$ cat src/sv/c2d_pkg.sv
package c2d_pkg;

   // Fixed geometry of the filter
   localparam int KERNEL     = 7;
   localparam int HIST       = KERNEL - 1;
   localparam int TAPS       = KERNEL * KERNEL;
   localparam int DATA_W     = 32;
   localparam int REG_W      = 7;
   localparam int MAX_WIDTH  = 64;
   localparam int MAX_ROWS   = 64;
   localparam int FIFO_DEPTH = 8;

   // Item function codes
   localparam logic FUNC_COEFF  = 1'b0;
   localparam logic FUNC_SAMPLE = 1'b1;

   // Register indexes
   localparam logic CSR_OUT_WIDTH = 1'b0;
   localparam logic CSR_OUT_ROWS  = 1'b1;

   typedef struct packed {
      logic               func;
      logic [5:0]         coeff_index;
      logic signed [31:0] sample_value;
   } req_type;

   typedef struct packed {
      logic signed [31:0] out_value;
      logic               last;
   } rsp_type;

   typedef logic [TAPS-1:0][DATA_W-1:0] tap_vec_type;
   typedef logic [HIST-1:0][DATA_W-1:0] line_word_type;

   // Front to MAC handoff
   typedef struct packed {
      logic go;
      logic last;
   } mac_ctl_type;

endpackage

$ cat src/sv/c2d_fifo.sv
module c2d_fifo (
   input  logic             clock,
   input  logic             reset,
   input  logic             push,
   input  c2d_pkg::rsp_type wdata,
   input  logic             pop,
   output c2d_pkg::rsp_type rdata,
   output logic             empty
);
   import c2d_pkg::*;

   localparam int PTR_W = $clog2(FIFO_DEPTH);
   localparam int CNT_W = $clog2(FIFO_DEPTH + 1);

   rsp_type          mem_ff [FIFO_DEPTH];
   logic [PTR_W-1:0] wr_ptr_ff, wr_ptr_in;
   logic [PTR_W-1:0] rd_ptr_ff, rd_ptr_in;
   logic [CNT_W-1:0] count_ff, count_in;
   logic             do_pop;

   // Pointer and fill count update; space is guaranteed by the front's credit count
   always_comb begin
      do_pop    = pop && (count_ff != '0);
      wr_ptr_in = push ? wr_ptr_ff + PTR_W'(1) : wr_ptr_ff;
      rd_ptr_in = do_pop ? rd_ptr_ff + PTR_W'(1) : rd_ptr_ff;
      count_in  = count_ff + CNT_W'(push) - CNT_W'(do_pop);
   end

   always_ff @(posedge clock) begin
      if (reset) begin
         wr_ptr_ff <= '0;
         rd_ptr_ff <= '0;
         count_ff  <= '0;
      end else begin
         wr_ptr_ff <= wr_ptr_in;
         rd_ptr_ff <= rd_ptr_in;
         count_ff  <= count_in;
      end
   end

   // Storage
   always_ff @(posedge clock) begin
      if (push) begin
         mem_ff[wr_ptr_ff] <= wdata;
      end
   end

   assign rdata = mem_ff[rd_ptr_ff];
   assign empty = (count_ff == '0);

endmodule

$ cat config.mk
export PLATFORM = sky130hd
export DESIGN_NAME = c2d_fifo
export DESIGN_NICKNAME = d
export VERILOG_FILES = /design/src/sv/c2d_pkg.sv /design/src/sv/c2d_fifo.sv
export SDC_FILE = /design/constraint.sdc
export NUM_CORES = 1
export LEC_CHECK = 0
export BUFFER_PORTS_ARGS = -buffer_cell sky130_fd_sc_hd__buf_2
export CAP_MARGIN = 20
export CELL_PAD_IN_SITES_DETAIL_PLACEMENT = 0
export CELL_PAD_IN_SITES_GLOBAL_PLACEMENT = 2
export CORE_MARGIN = 2
export CORE_UTILIZATION = 40
export DETAILED_ROUTE_END_ITERATION = 10
export MAX_ROUTING_LAYER = met4
export PLACE_DENSITY = 0.67
export SLEW_MARGIN = 15
export SYNTH_ARGS = -nofsm -noshare
export SYNTH_HDL_FRONTEND = slang
export SYNTH_SLANG_ARGS = --single-unit
$ cat constraint.sdc
create_clock -name clock -period 4.95 [get_ports clock]
set_input_delay 0.99 -clock clock [delete_from_list [all_inputs] [get_ports clock]]
set_output_delay 0.99 -clock clock [all_outputs]
set_load 0.02 [all_outputs]
After elaboration in Yosys (flattened, before gate mapping)

Memories as Yosys holds them, arrays and structs flattened. A register that Yosys moved wholly into a read port is not among the register bits.
Index checks and enable logic that the tools add are counted.

Word-level logic and storage cells: 15
Memories kept: 1
Input bits: 37
Bits in writable memories: 264
Flip-flop bits (word level): 10

Reductions and logical operators: 3
Multiplexer cells: 4
Add/subtract/negate cells: 4

Memory list:

| name   | words | width | read ports | clocked after memory_dff | write ports | line           | text |
|---|---|---|---|---|---|---|---|
| mem_ff | 8     | 33    | 1          | 1                        | 1           | c2d_fifo.sv:15 | `rsp_type mem_ff [FIFO_DEPTH];` |

Operators by type and width:

| cell                                                          | count |
|---|---|
| 3-bit by 1-bit adder with 3-bit output, second input constant | 2 |
| 3-bit 2-to-1 mux                                              | 2 |
| 4-bit by 1-bit adder with 4-bit output                        | 1 |
| 4-bit zero test                                               | 1 |
| 4-bit nonzero test                                            | 1 |
| 4-bit by 1-bit subtractor with 4-bit output                   | 1 |
| 1-bit 2-to-1 mux                                              | 2 |
| 1-bit logical AND                                             | 1 |

Logic depth before layout (Yosys ltp)

Depth in word-level cells: 4
Mapped depth: 10

Worst setup path before layout

OpenSTA, ideal clock, no wires.

Path kind: input to register
Start point: in push
End point: mem mem_ff[0][0] (netlist name) (enable)
Path buffers: 0
Data required time: 4,486 ps
Setup slack: 1,128 ps
Data arrival time: 3,357 ps
Library setup time: 464 ps
Cell stages on the path: 2
Path through: nand2b_1 > nor3_1

Longest elaborated chain between the ends: 2

RTL lines:

| item                                   | line           | text |
|---|---|---|
| from (decl)                            | c2d_fifo.sv:4  | `input logic push,` |
| 1-bit 2-to-1 mux                       | c2d_fifo.sv:43 | `if (push) begin` |
| 1-bit 2-to-1 mux (implied by the code) | c2d_fifo.sv:44 | `mem_ff[wr_ptr_ff] <= wdata;` |
| to (decl)                              | c2d_fifo.sv:15 |  |

No other way between the ends.

==> impl_summary.log <==
[metrics] residual DRC count: 0
[metrics] clock skew: 0.0136 ns
[metrics] Starting Density: 40.7%
[metrics] pin count of the biggest net entering global routing: 67
[metrics] critical path data required time: 3.96 ns
[metrics] cell area after synthesis: 0.0106 mm²
[metrics] slowest stage delay, CP: roughly 0.9 ns
[metrics] fill count: 2,160
[metrics] cell class contributing the biggest share of worst-path delay: flip-flops
[metrics] Hold Crit Class: reg2reg
[metrics] largest fanout on the critical path: 43
[metrics] Vias/cell: 5.27
[metrics] sum of buffers and inverters on the critical path: 2
[metrics] CP Cell Sequence: buf_12, mux4_1, mux2_2, buf_2
[metrics] Floorplan Core Area: 0.0261 mm²
[metrics] total clock sinks: ~280
[metrics] Remaining Overflow, GRT: 0
[metrics] total of endpoints with negative setup slack in the final report: 0
[metrics] kind of critical path: reg2out
[metrics] initial antenna violation count: 1
[metrics] Site Rows: 59
[metrics] clock latency on the worst-skew pair: 0.54 ns
[metrics] Final Cycle Share: slightly below 80%
[metrics] RSZ-0062 raised after global routing: no
[metrics] post-synthesis net count: 500
[metrics] setup TNS after final layout: 0 ns
[metrics] P per Cell Area: around 450 mW/mm²
[metrics] kind of capture point of the worst setup path: primary output
[metrics] width of the die: about 170 µm
[metrics] category of the worst setup path launch point: register
[metrics] root buffer selected by CTS: clkbuf_16
[metrics] final max-slew violation count: 0
[metrics] cell taking the most area after synthesis: edfxtp_1
[metrics] post-layout net count: ~600
[metrics] fmax: around 260 MHz
[metrics] tightest slew margin relative to the limit: 33.1%
[metrics] portion of the post-synthesis area used by sequential elements: 77.1%
[metrics] register bit total from synthesis: between 200 and 300
[metrics] input/output buffers: 70
[metrics] utilization after layout: ~47%
[metrics] Worst VDD drop: about 0.00029 V
[metrics] Tightest Pin Transition: 1.00 ns
[metrics] CTS clock-pin slew for the worst setup and hold paths: 0.06 ns
[metrics] fraction of layout cells with a size suffix above 1: 38.4%
[metrics] combined global-route utilization of all metal layers: between 10% and 20%
[metrics] Max Cap Viol: 0
[metrics] total number of H-tree levels: 1
[metrics] final weighted congestion in routability-driven placement: 0.687
[metrics] final wirelength: about 20,000 µm
[metrics] die height: 167 µm
[metrics] result of the run: complete, no violations
[metrics] Layout Cell Area excl Fill: around 0.012 mm²
[metrics] area after detailed placement: around 0.011 mm²
[metrics] TritonCTS Buffers: 30
[metrics] CP max-delay cell: dfxtp_4
[metrics] number of warnings printed during yosys synthesis: 0
[metrics] final count of hold timing violations: 0
[metrics] Avg Inst Size Synth: 23.3 µm²
[metrics] Netlist cell types: 27
[metrics] Setup Fix Bufs, Post-CTS: 0
[metrics] hold-fix buffer count after cts: 0
[metrics] first-pass GRT wire length: 31,400 µm
[metrics] cell count after synthesis: 456
[metrics] Final Worst Setup Slack: 1.10 ns
[metrics] antenna violation net count after detailed routing: 0
[metrics] top-level port count: 71
[metrics] pre-CTS setup slack: 1.58 ns
[metrics] post-synth top area share: 74.7%
[metrics] cell types occupying the most area after synthesis: edfxtp_1, mux4_2, mux2_2
[metrics] filler-free cell count of the finished design: 906
[metrics] area growth from synthesis to layout: 15.7%
[metrics] buffer levels on the longest clock path: 3
[metrics] TritonCTS clock tree: yes
[metrics] minimum clock period: just under 4 ns
[metrics] DRC marker count from the first detailed-route iteration: 299
[metrics] total number of vias: 4,775
[metrics] launch point of the worst hold path: rd_ptr_ff[1]$_SDFFE_PP0P_
[metrics] Arrival @ worst endpoint: roughly 2.9 ns
[metrics] R2R Path Start: wr_ptr_ff[2]$_SDFFE_PP0P_
[metrics] cells resized by post-CTS repair: 0
[metrics] Detailed Place HPWL: 11,500 µm
[metrics] wire length per cell: 22.5 µm
[metrics] area enclosed by the die boundary: 0.0279 mm²
[metrics] reported leakage power: 3.94 nW
[metrics] TritonRoute pass-1 iters: 5
[metrics] number of global-route vias before repair: 5,160
[metrics] Cells after DPL: around 850
-- state kept, by name, summed over array words and instances, names as in the netlist, named ones only --
name       cells
mem_ff       264
count_ff       4
rd_ptr_ff      3
wr_ptr_ff      3
-- worst paths after layout --
check                      endpoint  cells past startpoint  slack, ns
max                        rdata[2]                      4       1.10
min                        register                      2       0.53
max reg2reg  mem_ff[4][6]$_DFFE_PP_                      3       2.83
min reg2reg                register                      2       0.53
-- metal layers --
| layer | global-route usage (%) | wire length, µm | vias to the layer above |
|---|---|---|---|
| met3 | 2.85 | 779 | 26 |
| met2 | 25.8 | 10500 | 96 |
| met1 | 19.6 | 8750 | 2554 |
| met4 | 3.67 | 365 | 0 |
| met5 | - | 0 | - |
| li1 | - | - | 2099 |
-- metrics by stage --
stage	power [mW]	hold slack [ns]
2_1_floorplan	3.37	0.475
3_3_place_gp	3.62	0.478
3_5_place_dp	3.63	0.507
4_1_cts	5.61	0.525
5_1_grt	5.76	0.553
6_report	5.53	0.528
-- kinds of logic (layout without fill, tap and decap cells) --
| group | after synthesis | after routing | synth area share, % |
|---|---|---|---|
| other cells | 0 | 1 | 0 |
| xor+xnor | 3 | 3 | 0.248 |
| flops | 277 | 277 | 77.1 |
| buf+inv | 24 | 138 | 1.34 |
| simple gates | 34 | 34 | 1.60 |
| compound gates | 6 | 6 | 0.318 |
| mux | 105 | 105 | 18.5 |
| fa+ha+maj | 7 | 7 | 0.896 |
-- layout by cell type, fill, tap and decap left out, types with 9 or more instances in the layout --
cell	synthesis	final
clkbuf_1	7	10
mux4_2	55	55
dfxtp_1	13	10
edfxtp_1	264	264
buf_2	6	70
clkbuf_16	0	31
mux2_2	35	35
mux4_1	11	11
buf_4	0	9
-- layout make-up --
| class | instances | area, µm² | share of cell area [%] |
|---|---|---|---|
| multi-input combinational | 155 | 2340 | 19.1 |
| tap | 335 | 419 | 3.41 |
| antenna | 1 | 2.50 | 0.0204 |
| clock inverter | 13 | 61.3 | 0.499 |
| inverter | 4 | 15.0 | 0.122 |
| clock buffer | 41 | 813 | 6.62 |
| sequential | 277 | 8200 | 66.7 |
| timing repair buffer | 80 | 438 | 3.56 |
-- Yosys cell counts (all sizes together) --
master and instances:
ha 6, xor2 2, or3 1, a31o 1, nor3b 1, edfxtp 264
nand2 4, nor2b 3, a21oi 4, nand2b 8, fa 1, clkbuf 7
xnor2 1, o21ai 1, inv 4, nand3 1, mux2 35, dfxtp 13
buf 13, mux4 66, nor2 14, mux2i 4, nor3 2
-- report_power, final --
| part | switching, mW | leakage [nW] | internal, mW |
|---|---|---|---|
| clock | 0.833 | 0.428 | 1.14 |
| sequential | 0.0755 | 2.51 | 2.65 |
| combinational | 0.437 | 1.00 | 0.401 |
-- worst register-to-register path, delay by kind of cell (launching register included) --
| kind | cells | cell delay (ns) |
|---|---|---|
| simple gates | 2 | 0.81 |
| buf+inv | 1 | 0.57 |
| flops | 1 | 0.36 |
(Power assumes the default switching activity.)
